==> src/hw/rtl/isl_pkg.sv <==
// Package for the indexed sequence list: field widths, request and status codes,
// controller states and the command/status structs between controller and datapath.
// No dependencies.
`default_nettype none

package isl_pkg;

    localparam int KIND_W      = 3;
    localparam int VAL_W       = 32;
    localparam int POS_W       = 6;
    localparam int CNT_OUT_W   = 7;
    localparam int STATUS_W    = 2;
    localparam int CAPACITY_DEF = 64;

    typedef enum logic [KIND_W-1:0] {
        KIND_READ   = 3'd0,
        KIND_FRONT  = 3'd1,
        KIND_END    = 3'd2,
        KIND_INSERT = 3'd3,
        KIND_REMOVE = 3'd4
    } kind_t;

    typedef enum logic [STATUS_W-1:0] {
        ST_DONE = 2'd0,
        ST_BAD  = 2'd1,
        ST_FULL = 2'd2
    } status_t;

    typedef enum logic [2:0] {
        S_IDLE,
        S_DECIDE,
        S_RD_WAIT,
        S_OPEN,
        S_CLOSE,
        S_DRAIN,
        S_PLACE,
        S_FINISH
    } state_t;

    // controller -> datapath
    typedef struct packed {
        logic    in_ready;
        logic    take;
        logic    ptr_open;
        logic    ptr_close;
        logic    shift_rd;
        logic    shift_up;
        logic    rd_issue;
        logic    rd_capture;
        logic    place;
        logic    cnt_dec;
        logic    set_status;
        status_t status;
        logic    publish;
    } cmd_t;

    // datapath -> controller
    typedef struct packed {
        logic              in_valid;
        logic              out_busy;
        logic [KIND_W-1:0] kind;
        logic              pos_ok;
        logic              full;
        logic              empty;
        logic              at_is_last;
        logic              p_eq_at;
        logic              p_eq_last;
    } stat_t;

endpackage

`default_nettype wire

==> src/hw/rtl/isl_if.sv <==
// Valid/ready channel interfaces for requests and responses.
// Depends on isl_pkg.
`default_nettype none

interface isl_req_if
    import isl_pkg::*;
();
    logic                    valid;
    logic                    ready;
    logic [KIND_W-1:0]       kind;
    logic signed [VAL_W-1:0] item_value;
    logic [POS_W-1:0]        position;

    modport source (output valid, output kind, output item_value, output position,
                    input ready);
    modport sink   (input valid, input kind, input item_value, input position,
                    output ready);
endinterface

interface isl_rsp_if
    import isl_pkg::*;
();
    logic                    valid;
    logic                    ready;
    logic signed [VAL_W-1:0] read_value;
    logic [STATUS_W-1:0]     status;
    logic [CNT_OUT_W-1:0]    count;

    modport source (output valid, output read_value, output status, output count,
                    input ready);
    modport sink   (input valid, input read_value, input status, input count,
                    output ready);
endinterface

`default_nettype wire

==> src/hw/rtl/isl_ctrl.sv <==
// Controller FSM for the indexed sequence list: sequences reads, gap shifts,
// placement and the response. Depends on isl_pkg.
`default_nettype none

module isl_ctrl
    import isl_pkg::*;
(
    input  wire logic  clk,
    input  wire logic  rst_n,
    input  wire stat_t stat,
    output cmd_t       cmd
);

    state_t state_reg;
    state_t state_next;

    always_ff @(posedge clk or negedge rst_n)
    begin
        if (!rst_n)
        begin
            state_reg <= S_IDLE;
        end
        else
        begin
            state_reg <= state_next;
        end
    end

    always_comb
    begin
        state_next = state_reg;
        cmd        = '0;
        cmd.status = ST_DONE;
        case (state_reg)
            S_IDLE:
            begin
                cmd.in_ready = 1'b1;
                if (stat.in_valid)
                begin
                    cmd.take   = 1'b1;
                    state_next = S_DECIDE;
                end
            end
            S_DECIDE:
            begin
                state_next = S_FINISH;
                case (stat.kind)
                    KIND_READ:
                    begin
                        if (stat.pos_ok)
                        begin
                            cmd.rd_issue = 1'b1;
                            state_next   = S_RD_WAIT;
                        end
                        else
                        begin
                            cmd.set_status = 1'b1;
                            cmd.status     = ST_BAD;
                        end
                    end
                    KIND_FRONT:
                    begin
                        if (stat.full)
                        begin
                            cmd.set_status = 1'b1;
                            cmd.status     = ST_FULL;
                        end
                        else if (stat.empty)
                        begin
                            state_next = S_PLACE;
                        end
                        else
                        begin
                            cmd.ptr_open = 1'b1;
                            state_next   = S_OPEN;
                        end
                    end
                    KIND_END:
                    begin
                        if (stat.full)
                        begin
                            cmd.set_status = 1'b1;
                            cmd.status     = ST_FULL;
                        end
                        else
                        begin
                            state_next = S_PLACE;
                        end
                    end
                    KIND_INSERT:
                    begin
                        if (!stat.pos_ok)
                        begin
                            cmd.set_status = 1'b1;
                            cmd.status     = ST_BAD;
                        end
                        else if (stat.full)
                        begin
                            cmd.set_status = 1'b1;
                            cmd.status     = ST_FULL;
                        end
                        else
                        begin
                            cmd.ptr_open = 1'b1;
                            state_next   = S_OPEN;
                        end
                    end
                    KIND_REMOVE:
                    begin
                        if (!stat.pos_ok)
                        begin
                            cmd.set_status = 1'b1;
                            cmd.status     = ST_BAD;
                        end
                        else if (stat.at_is_last)
                        begin
                            cmd.cnt_dec = 1'b1;
                        end
                        else
                        begin
                            cmd.ptr_close = 1'b1;
                            state_next    = S_CLOSE;
                        end
                    end
                    default:
                    begin
                        cmd.set_status = 1'b1;
                        cmd.status     = ST_BAD;
                    end
                endcase
            end
            S_RD_WAIT:
            begin
                cmd.rd_capture = 1'b1;
                state_next     = S_FINISH;
            end
            S_OPEN:
            begin
                // walk down from the tail, each entry moves up one slot
                cmd.shift_rd = 1'b1;
                cmd.shift_up = 1'b1;
                if (stat.p_eq_at)
                begin
                    state_next = S_DRAIN;
                end
            end
            S_CLOSE:
            begin
                // walk up from the hole, each entry moves down one slot
                cmd.shift_rd = 1'b1;
                if (stat.p_eq_last)
                begin
                    state_next = S_DRAIN;
                end
            end
            S_DRAIN:
            begin
                if (stat.kind == KIND_REMOVE)
                begin
                    cmd.cnt_dec = 1'b1;
                    state_next  = S_FINISH;
                end
                else
                begin
                    state_next = S_PLACE;
                end
            end
            S_PLACE:
            begin
                cmd.place  = 1'b1;
                state_next = S_FINISH;
            end
            S_FINISH:
            begin
                if (!stat.out_busy)
                begin
                    cmd.publish = 1'b1;
                    state_next  = S_IDLE;
                end
            end
            default:
            begin
                state_next = S_IDLE;
            end
        endcase
    end

endmodule

`default_nettype wire

==> src/hw/rtl/isl_dp.sv <==
// Datapath for the indexed sequence list: value memory, length count, shift
// pointer, request latch and response register. Depends on isl_pkg, isl_if.
`default_nettype none

module isl_dp
    import isl_pkg::*;
#(
    parameter int CAPACITY = CAPACITY_DEF
)
(
    input  wire logic    clk,
    input  wire logic    rst_n,
    isl_req_if.sink      req,
    isl_rsp_if.source    rsp,
    input  wire cmd_t    cmd,
    output stat_t        stat
);

    localparam int AW     = $clog2(CAPACITY);
    localparam int CNT_W  = $clog2(CAPACITY + 1);
    localparam int CMP_W  = (CNT_W > POS_W) ? CNT_W : POS_W;
    localparam int CEXT_W = (CNT_W > CNT_OUT_W) ? CNT_W : CNT_OUT_W;

    logic [VAL_W-1:0]    mem [CAPACITY];
    logic [VAL_W-1:0]    rd_data_reg;

    logic [CNT_W-1:0]    count_reg;
    logic                pend_reg;
    logic [AW-1:0]       wa_reg;
    logic [AW-1:0]       p_reg;

    logic [KIND_W-1:0]   kind_reg;
    logic [VAL_W-1:0]    item_reg;
    logic [CMP_W-1:0]    pos_reg;
    logic [CMP_W-1:0]    at_reg;

    logic [VAL_W-1:0]    res_val_reg;
    status_t             res_st_reg;

    logic                out_valid_reg;
    logic [VAL_W-1:0]    out_val_reg;
    logic [STATUS_W-1:0] out_st_reg;
    logic [CNT_OUT_W-1:0] out_cnt_reg;

    logic [CMP_W-1:0]    count_ext;
    logic [CMP_W-1:0]    count_m1;
    logic [CMP_W-1:0]    at_p1;
    logic [CMP_W-1:0]    p_ext;
    logic [CEXT_W-1:0]   count_out_ext;
    logic [CMP_W-1:0]    pos_in_ext;

    logic                mem_we;
    logic [AW-1:0]       mem_wa;
    logic [VAL_W-1:0]    mem_wd;
    logic                mem_re;
    logic [AW-1:0]       mem_ra;
    logic [AW-1:0]       place_addr;

    assign count_ext     = CMP_W'(count_reg);
    assign count_m1      = count_ext - CMP_W'(1);
    assign at_p1         = at_reg + CMP_W'(1);
    assign p_ext         = CMP_W'(p_reg);
    assign count_out_ext = CEXT_W'(count_reg);
    assign pos_in_ext    = CMP_W'(req.position);

    // status toward the controller
    always_comb
    begin
        stat            = '0;
        stat.in_valid   = req.valid;
        stat.out_busy   = out_valid_reg & ~rsp.ready;
        stat.kind       = kind_reg;
        stat.pos_ok     = pos_reg < count_ext;
        stat.full       = count_reg == CNT_W'(CAPACITY);
        stat.empty      = count_reg == '0;
        stat.at_is_last = at_reg == count_m1;
        stat.p_eq_at    = p_ext == at_reg;
        stat.p_eq_last  = p_ext == count_m1;
    end

    // one write port: pending shift write or placement, never both
    assign place_addr = (kind_reg == KIND_END) ? count_reg[AW-1:0] : at_reg[AW-1:0];
    assign mem_we     = pend_reg | cmd.place;
    assign mem_wa     = pend_reg ? wa_reg : place_addr;
    assign mem_wd     = pend_reg ? rd_data_reg : item_reg;
    assign mem_re     = cmd.shift_rd | cmd.rd_issue;
    assign mem_ra     = cmd.rd_issue ? pos_reg[AW-1:0] : p_reg;

    always_ff @(posedge clk)
    begin
        if (mem_we)
        begin
            mem[mem_wa] <= mem_wd;
        end
        if (mem_re)
        begin
            rd_data_reg <= mem[mem_ra];
        end
    end

    // control registers
    always_ff @(posedge clk or negedge rst_n)
    begin
        if (!rst_n)
        begin
            count_reg     <= '0;
            pend_reg      <= 1'b0;
            out_valid_reg <= 1'b0;
        end
        else
        begin
            pend_reg <= cmd.shift_rd;
            if (cmd.place)
            begin
                count_reg <= count_reg + CNT_W'(1);
            end
            else if (cmd.cnt_dec)
            begin
                count_reg <= count_reg - CNT_W'(1);
            end
            if (cmd.publish)
            begin
                out_valid_reg <= 1'b1;
            end
            else if (rsp.ready)
            begin
                out_valid_reg <= 1'b0;
            end
        end
    end

    // payload registers
    always_ff @(posedge clk)
    begin
        if (cmd.take)
        begin
            kind_reg    <= req.kind;
            item_reg    <= req.item_value;
            pos_reg     <= pos_in_ext;
            at_reg      <= (req.kind == KIND_FRONT) ? '0 : pos_in_ext;
            res_val_reg <= '0;
            res_st_reg  <= ST_DONE;
        end
        if (cmd.ptr_open)
        begin
            p_reg <= count_m1[AW-1:0];
        end
        else if (cmd.ptr_close)
        begin
            p_reg <= at_p1[AW-1:0];
        end
        else if (cmd.shift_rd)
        begin
            p_reg <= cmd.shift_up ? (p_reg - AW'(1)) : (p_reg + AW'(1));
        end
        if (cmd.shift_rd)
        begin
            wa_reg <= cmd.shift_up ? (p_reg + AW'(1)) : (p_reg - AW'(1));
        end
        if (cmd.rd_capture)
        begin
            res_val_reg <= rd_data_reg;
        end
        if (cmd.set_status)
        begin
            res_st_reg <= cmd.status;
        end
        if (cmd.publish)
        begin
            out_val_reg <= res_val_reg;
            out_st_reg  <= res_st_reg;
            out_cnt_reg <= count_out_ext[CNT_OUT_W-1:0];
        end
    end

    assign req.ready      = cmd.in_ready;
    assign rsp.valid      = out_valid_reg;
    assign rsp.read_value = out_val_reg;
    assign rsp.status     = out_st_reg;
    assign rsp.count      = out_cnt_reg;

endmodule

`default_nettype wire

==> src/hw/rtl/indexed_sequence_list.sv <==
// Indexed sequence list: bounded ordered list of signed 32-bit values.
// Adds at the front or at p shift every entry from the insert point up; removes at p
// shift every entry above p down; adds at the end and removes at the tail need no shift.
// One memory port pair: shifting moves one entry per cycle. One request in flight at a time;
// the next is taken while a response still waits.
// Async active-low reset empties the list (count 0); stored values are not cleared.
`default_nettype none

module indexed_sequence_list
    import isl_pkg::*;
#(
    parameter int CAPACITY = CAPACITY_DEF
)
(
    input  wire logic   clk,
    input  wire logic   rst_n,
    isl_req_if.sink     req,
    isl_rsp_if.source   rsp
);

    // Controller and datapath talk only through these two structs.
    cmd_t  cmd;
    stat_t stat;

    // Sequencer: decodes the latched request, runs the gap walk and hands
    // the result to the response register once it is free.
    isl_ctrl u_ctrl (
        .clk   (clk),
        .rst_n (rst_n),
        .stat  (stat),
        .cmd   (cmd)
    );

    // Storage, length count, walk pointer and response register.
    isl_dp #(
        .CAPACITY (CAPACITY)
    ) u_dp (
        .clk   (clk),
        .rst_n (rst_n),
        .req   (req),
        .rsp   (rsp),
        .cmd   (cmd),
        .stat  (stat)
    );

endmodule

`default_nettype wire

==> src/flat_wrapper.sv <==
// flat-port wrapper written by rule: the top's interface ports become plain ports
module indexed_sequence_list_flat import isl_pkg::*;
#(
    parameter int CAPACITY = CAPACITY_DEF
)
  (clk, rst_n, req_valid, req_kind, req_item_value, req_position, req_ready, rsp_valid, rsp_read_value, rsp_status, rsp_count, rsp_ready);
  isl_req_if req_i ();
  isl_rsp_if rsp_i ();
  input  wire logic clk;
  input  wire logic rst_n;
  input wire logic [$bits(req_i.valid)-1:0] req_valid;
  input wire logic [$bits(req_i.kind)-1:0] req_kind;
  input wire logic [$bits(req_i.item_value)-1:0] req_item_value;
  input wire logic [$bits(req_i.position)-1:0] req_position;
  output wire logic [$bits(req_i.ready)-1:0] req_ready;
  output wire logic [$bits(rsp_i.valid)-1:0] rsp_valid;
  output wire logic [$bits(rsp_i.read_value)-1:0] rsp_read_value;
  output wire logic [$bits(rsp_i.status)-1:0] rsp_status;
  output wire logic [$bits(rsp_i.count)-1:0] rsp_count;
  input wire logic [$bits(rsp_i.ready)-1:0] rsp_ready;
  assign req_i.valid = req_valid;
  assign req_i.kind = req_kind;
  assign req_i.item_value = req_item_value;
  assign req_i.position = req_position;
  assign req_ready = req_i.ready;
  assign rsp_valid = rsp_i.valid;
  assign rsp_read_value = rsp_i.read_value;
  assign rsp_status = rsp_i.status;
  assign rsp_count = rsp_i.count;
  assign rsp_i.ready = rsp_ready;
  indexed_sequence_list #(.CAPACITY(CAPACITY)) u_core (.clk(clk), .rst_n(rst_n), .req(req_i), .rsp(rsp_i));
endmodule
==> config.mk <==
export PLATFORM = sky130hd
export DESIGN_NAME = indexed_sequence_list_flat
export DESIGN_NICKNAME = d
export VERILOG_FILES = /design/src/hw/rtl/isl_pkg.sv /design/src/hw/rtl/isl_if.sv /design/src/hw/rtl/isl_ctrl.sv /design/src/hw/rtl/isl_dp.sv /design/src/hw/rtl/indexed_sequence_list.sv /design/src/flat_wrapper.sv
export SDC_FILE = /design/constraint.sdc
export NUM_CORES = 2
export LEC_CHECK = 0
export BUFFER_PORTS_ARGS = -buffer_cell sky130_fd_sc_hd__buf_2
export CAP_MARGIN = 30
export CORE_MARGIN = 2
export CORE_UTILIZATION = 25
export DETAILED_ROUTE_END_ITERATION = 7
export HOLD_SLACK_MARGIN = 0.1
export PLACE_DENSITY = 0.38
export SLEW_MARGIN = 20
export SYNTH_ARGS = -nofsm -noshare
export SYNTH_HDL_FRONTEND = slang
export SYNTH_HIERARCHICAL = 1
export SYNTH_SLANG_ARGS = --single-unit
==> constraint.sdc <==
create_clock -name clk -period 8.1 [get_ports clk]
set_clock_uncertainty 0.15 [all_clocks]
set_input_delay 0.81 -clock clk [delete_from_list [all_inputs] [get_ports clk]]
set_output_delay 0.81 -clock clk [all_outputs]
set_load 0.005 [all_outputs]
== After elaboration in Yosys (flattened, before gate mapping) ==
Memories as Yosys holds them, arrays and structs flattened. A register that Yosys moved wholly into a read port is not among the register bits.
Index checks and enable logic that the tools add are counted.

* Register bits after elaboration: 146
* Bits in writable memories: 2048
* Input bits: 45
* Memories kept: 1

* $add $sub $neg: 5
* Magnitude comparators: 1
* Eq/ne operators: 20
* Multiplexer cells: 64
* Bitwise gates (word level): 4
* Reduce and logical (&&, ||, !) cells: 13

{| class="wikitable"
|+ Memories
! memory !! words !! bits a word !! read ports !! clocked after memory_dff !! wr ports !! line !! text
|-
| u_core.u_dp.mem || 64 || 32 || 1 || 1 || 1 || isl_dp.sv:24 || <nowiki>logic [VAL_W-1:0] mem [CAPACITY];</nowiki>
|}

{| class="wikitable"
|+ Operators with widths
! cell !! count
|-
| $mux W32 || 3
|-
| $mux W6 || 8
|-
| $mux W3 || 14
|-
| $mux W1 || 27
|-
| $pmux W3 S7 || 1
|-
| $eq A3 B3 Y1 const B || 5
|-
| $pmux W3 S5 || 1
|-
| $eq A6 B7 Y1 || 2
|-
| $mux W7 || 2
|-
| $add A6 B1 Y6 const B || 2
|-
| $eq A3 B2 Y1 const B || 4
|-
| $mux W2 || 5
|-
| $eq A3 B1 Y1 const B || 3
|-
| $pmux W3 S3 || 1
|-
| $reduce_bool A2 Y1 || 4
|-
| $reduce_or A2 Y1 || 4
|-
| $add A7 B1 Y7 const B || 1
|-
| $eq A7 B7 Y1 const B || 1
|-
| $logic_not A7 Y1 || 1
|-
| $lt A6 B7 Y1 || 1
|-
| $sub A7 B1 Y7 const B || 1
|-
| $eq A6 B6 Y1 || 1
|-
| $logic_not A3 Y1 || 2
|-
| $sub A6 B1 Y6 const B || 1
|-
| other kinds (8) || 12
|}

== Depth between registers and ports, before layout ==
* Word-level depth: 8
* Gate-level depth with buffers: 24

== Modules after synthesis ==
Netlist, hierarchy kept.

{| class="wikitable"
|+ Modules (own cells, without submodules)
! module !! instances !! cells an instance !! area an instance (um2)
|-
| isl_dp || 1 || 8278 || 102782.3
|-
| isl_ctrl || 1 || 65 || 467.9
|}

== Worst setup path before layout ==
OpenSTA, ideal clock, no wires.

* Path kind: reg-to-reg
* Start point: register u_core.u_dp.pos_reg[0]
* End point: register u_core.u_dp.rd_data_reg[11] (read register of u_core.u_dp.mem) (data pin)
* Setup time: 259 ps
* Arrival: 3805 ps
* Setup slack: 3886 ps
* Cell stages (with the launch flop): 22
* Buffers on the path: 6
* Clock period less this slack: 4214 ps
* Cells stage by stage: edfxtp_1 > buf_4 > buf_4 > nand2b_1 > a21o_1 > a21o_1 > a21o_1 > a21o_1 > a21oi_1 > or2_2 > nand2_1 > nor3_1 > buf_6 > buf_12 > mux2_4 > buf_4 > buf_2 > nand2_1 > nor3_1 > a2111oi_1 > o22ai_1 > o31a_1

{| class="wikitable"
|+ RTL lines
! what !! line !! text
|-
| start: declaration || isl_dp.sv:34 || <nowiki>logic [CMP_W-1:0] pos_reg;</nowiki>
|-
| start signal: assignment || isl_dp.sv:139 || <nowiki>pos_reg <= pos_in_ext;</nowiki>
|-
| end: declaration || isl_dp.sv:25 || <nowiki>logic [VAL_W-1:0] rd_data_reg;</nowiki>
|}

==> impl_metrics.toml <==
[cts]
post_cts_buffers = 0
path_clk_slew_ps = 60
cts_made_buffers = 276
cts-root-buf = "clkbuf_16"
cts_max_level = 5
cts.sinks = 2226
worst_skew_pair.late_latency_ps = 940
clock_path_buffers = 4
cts_tree = "built"

[floorplanning]
dieArea_um2 = 418000
die_y_um = 647
ios = 88
std_cell_rows = 236
start_util_pct = 25.0
core_area_um2 = 412000
die_w_um = 647

[synthesis]
synth_area_per_cell_um2 = 12.4
synth.distinct_cells = 101
synth_edf_count = 2214
syn_nets = 8399
ys.flop_type = "edfxtp_1"
syn_inst = 8343
ys_ff_latch = 2226
yosys_warnings = 6
ys_seq_area_share_pct = 64.7
syn_area_um2 = 103000
synth-async-reset-ratio_pct = 0.539

[global_routing]
use_met2_pct = 37.4
gr-max-usage-layer = "met2"
grt_pass1_wl_um = 711000
grt_pass1_vias = 76976
grt_max_degree = 137
grt-ovfl-total = 0
grt_util_met1_pct = 34.0
use_met3_pct = 4.72
antenna_found_initial = 55
track_usage_pct = 24.6

[placement]
hpwl_um = 302000
port_buffers = 87
gp_congestion = 0.835
preCtsSetupSlack_ps = 1380

[cells_and_area]
drive_above_1_share_pct = 11.9
largest_reg_flops = 2048
multi_input_area_um2 = 32900
seq_area_um2 = 66800
final_cell_mix = "edfxtp_1, a21oi_1, a211oi_1"
fin_util_pct = 29.2
largest-register = "u_core/u_dp/mem"
final_nets = 8377
fillCellCount = 41780
syn2layout_area_growth_pct = 16.7
layout_commonest_cell = "edfxtp_1"

[sta]
period_needed_ps = 6870
tightest_slew_ps = 1200
grt_setup_unrepaired = "no"
setup_violations = 0
post-route-period-util_pct = 84.8
hold_slack_ps = 149
finalWorstSetupSlack_ps = 1230
max_freq_mhz = 146
max-slew-margin-rel_pct = 20.1
final_max_slew_viol_count = 0
finalHoldViolCount = 0
tns_ps = 0

[setup_path]
crit_slowest_cell = "edfxtp_1"
worstPathCellList = "ha_1, a21o_1, a21o_1, a21o_1, a21oi_1, or2_2, nand2_1, nor3_2, buf_12, buf_4, mux2_8, and3_2, buf_4, o21ai_0, a21oi_1, o21ai_0, a2111oi_0, buf_1, o32a_1"
cp.arrival_ps = 7490
path_delay_family = "compound AO/OA/AOI/OAI gates"
cp-start-kind = "flop"
crit_top_cell = "a21o_1"
path_class = "flop to flop"
cp.required_ps = 8720
critPathMaxFanout = 28
cp-end-kind = "flop"
slowest_delay_ps = 850
crit_buf_inv = 4

[detailed_routing]
ant_nets = 0
vias = 82707
drt_first_pass_iters = 6
drt_iter0_markers = 11907
wl_per_cell_um = 37.9
drt-vias-per-instance = 5.90
wl_um = 531000
drc = 0

[power]
powerDensity_nw_per_um2 = 381
vdd_drop_max_mv = 0.262
leakagePower_nw = 37.6

[job]
max_cap_violations = 0

[min_path]
hp-class = "input pin to asynchronous set/reset pin"

[outcome]
status = "finished, final reports clean"
worst register-to-register path, stage by stage (launching register included):
cell and delay [ps]:
edfxtp_1 850, ha_1 350, a21o_1 170, a21o_1 180
a21o_1 170, a21oi_1 130, or2_2 200, nand2_1 140
nor3_2 240, buf_12 260, buf_4 430, mux2_8 450
and3_2 860, buf_4 410, o21ai_0 350, a21oi_1 230
o21ai_0 170, a2111oi_0 600, buf_1 200, o32a_1 150
worst paths after layout:
check,from,end,slack [ps],depth (start not counted)
setup / recovery,u_core/u_dp/pos_reg[2],u_core/u_dp/rd_data_reg[25],1230,19
setup reg to reg,u_core/u_dp/pos_reg[2],u_core/u_dp/rd_data_reg[25],1230,19
max in group asynchronous,rst_n,u_core/u_dp/pend_reg,7370,2
min in group clk,rsp_ready,u_core/u_dp/rsp.valid,190,3
hold / removal,rst_n,u_core/u_dp/rsp.valid,150,2
hold reg to reg,u_core/u_dp/res_val_reg[5],u_core/u_dp/rsp.read_value[5],260,0
logic make-up after synthesis:
logic type      share of synthesized area, %
compound gates                          24.7
flops                                   64.7
simple gates                            5.39
buf+inv                                 4.14
mux                                    0.633
xor+xnor                               0.348
fa+ha+maj                              0.133
per-layer routing:
layer | vias up | wire length (µm)
li1 | 33517 | -
met4 | 8 | 24800
met1 | 43660 | 227000
met3 | 870 | 47100
met2 | 4652 | 232000
met5 | - | 51
metrics by stage:
stage / std cells / cell area [µm²] / power (W)
4_1_cts: 13995 / 120000 / 0.0457
3_5_place_dp: 13470 / 112000 / 0.0337
2_1_floorplan: 8343 / 103000 / 0.0242
6_report: 14015 / 120000 / 0.0459
3_3_place_gp: 13435 / 111000 / 0.0336
5_1_grt: 14004 / 120000 / 0.0472
cell type report:
cell class | instances | share of cell area [%]
Sequential cell | 2226 | 55.4
Multi-Input combinational cell | 5178 | 27.3
Clock buffer | 357 | 6.11
Tap cell | 5474 | 5.68
Timing Repair Buffer | 529 | 4.24
Clock inverter | 126 | 0.805
Inverter | 110 | 0.381
Antenna cell | 15 | 0.0312
report_power, final:
part           switching, W  total, W  internal [W]
Clock               0.00521    0.0119       0.00674
Combinational        0.0141    0.0190       0.00490
Sequential         0.000587    0.0150        0.0144
Total                0.0199    0.0459        0.0260
cells in the mapped netlist (all sizes together) (12+ instances only):
cell,count,area (µm²)
dfrtp,12,300
a211oi,947,7110
nor4,46,288
nand4,24,150
nor2,291,1100
a221o,13,130
a41oi,35,307
buf,584,2940
mux2i,17,199
o21ai,349,1750
mux2,40,454
nor2b,72,458
o2111a,14,158
xor2,15,131
o31a,18,158
o21a,12,90.1
nand2,378,1420
o311ai,35,307
a32oi,20,175
a21o,177,1330
o41ai,38,333
a221oi,87,762
xnor2,26,228
o31ai,46,350
a31oi,117,732
inv,109,412
o221ai,35,307
nand3,121,606
o21bai,59,443
and3,16,100
o22ai,77,482
o221a,12,135
clkbuf,245,920
and2,49,307
edfxtp,2214,66500
nand2b,77,482
a22oi,29,218
o211ai,183,1380
a211o,60,526
a32o,19,190
o2111ai,40,350
a21oi,1387,6950
nor3,61,310
repair_timing:
item	4_1_cts	5_1_grt
hold buffers	42	0
endpoints found under the hold margin	59	0
gates resized for setup	0	0
Power figures use the tool's default switching activity.
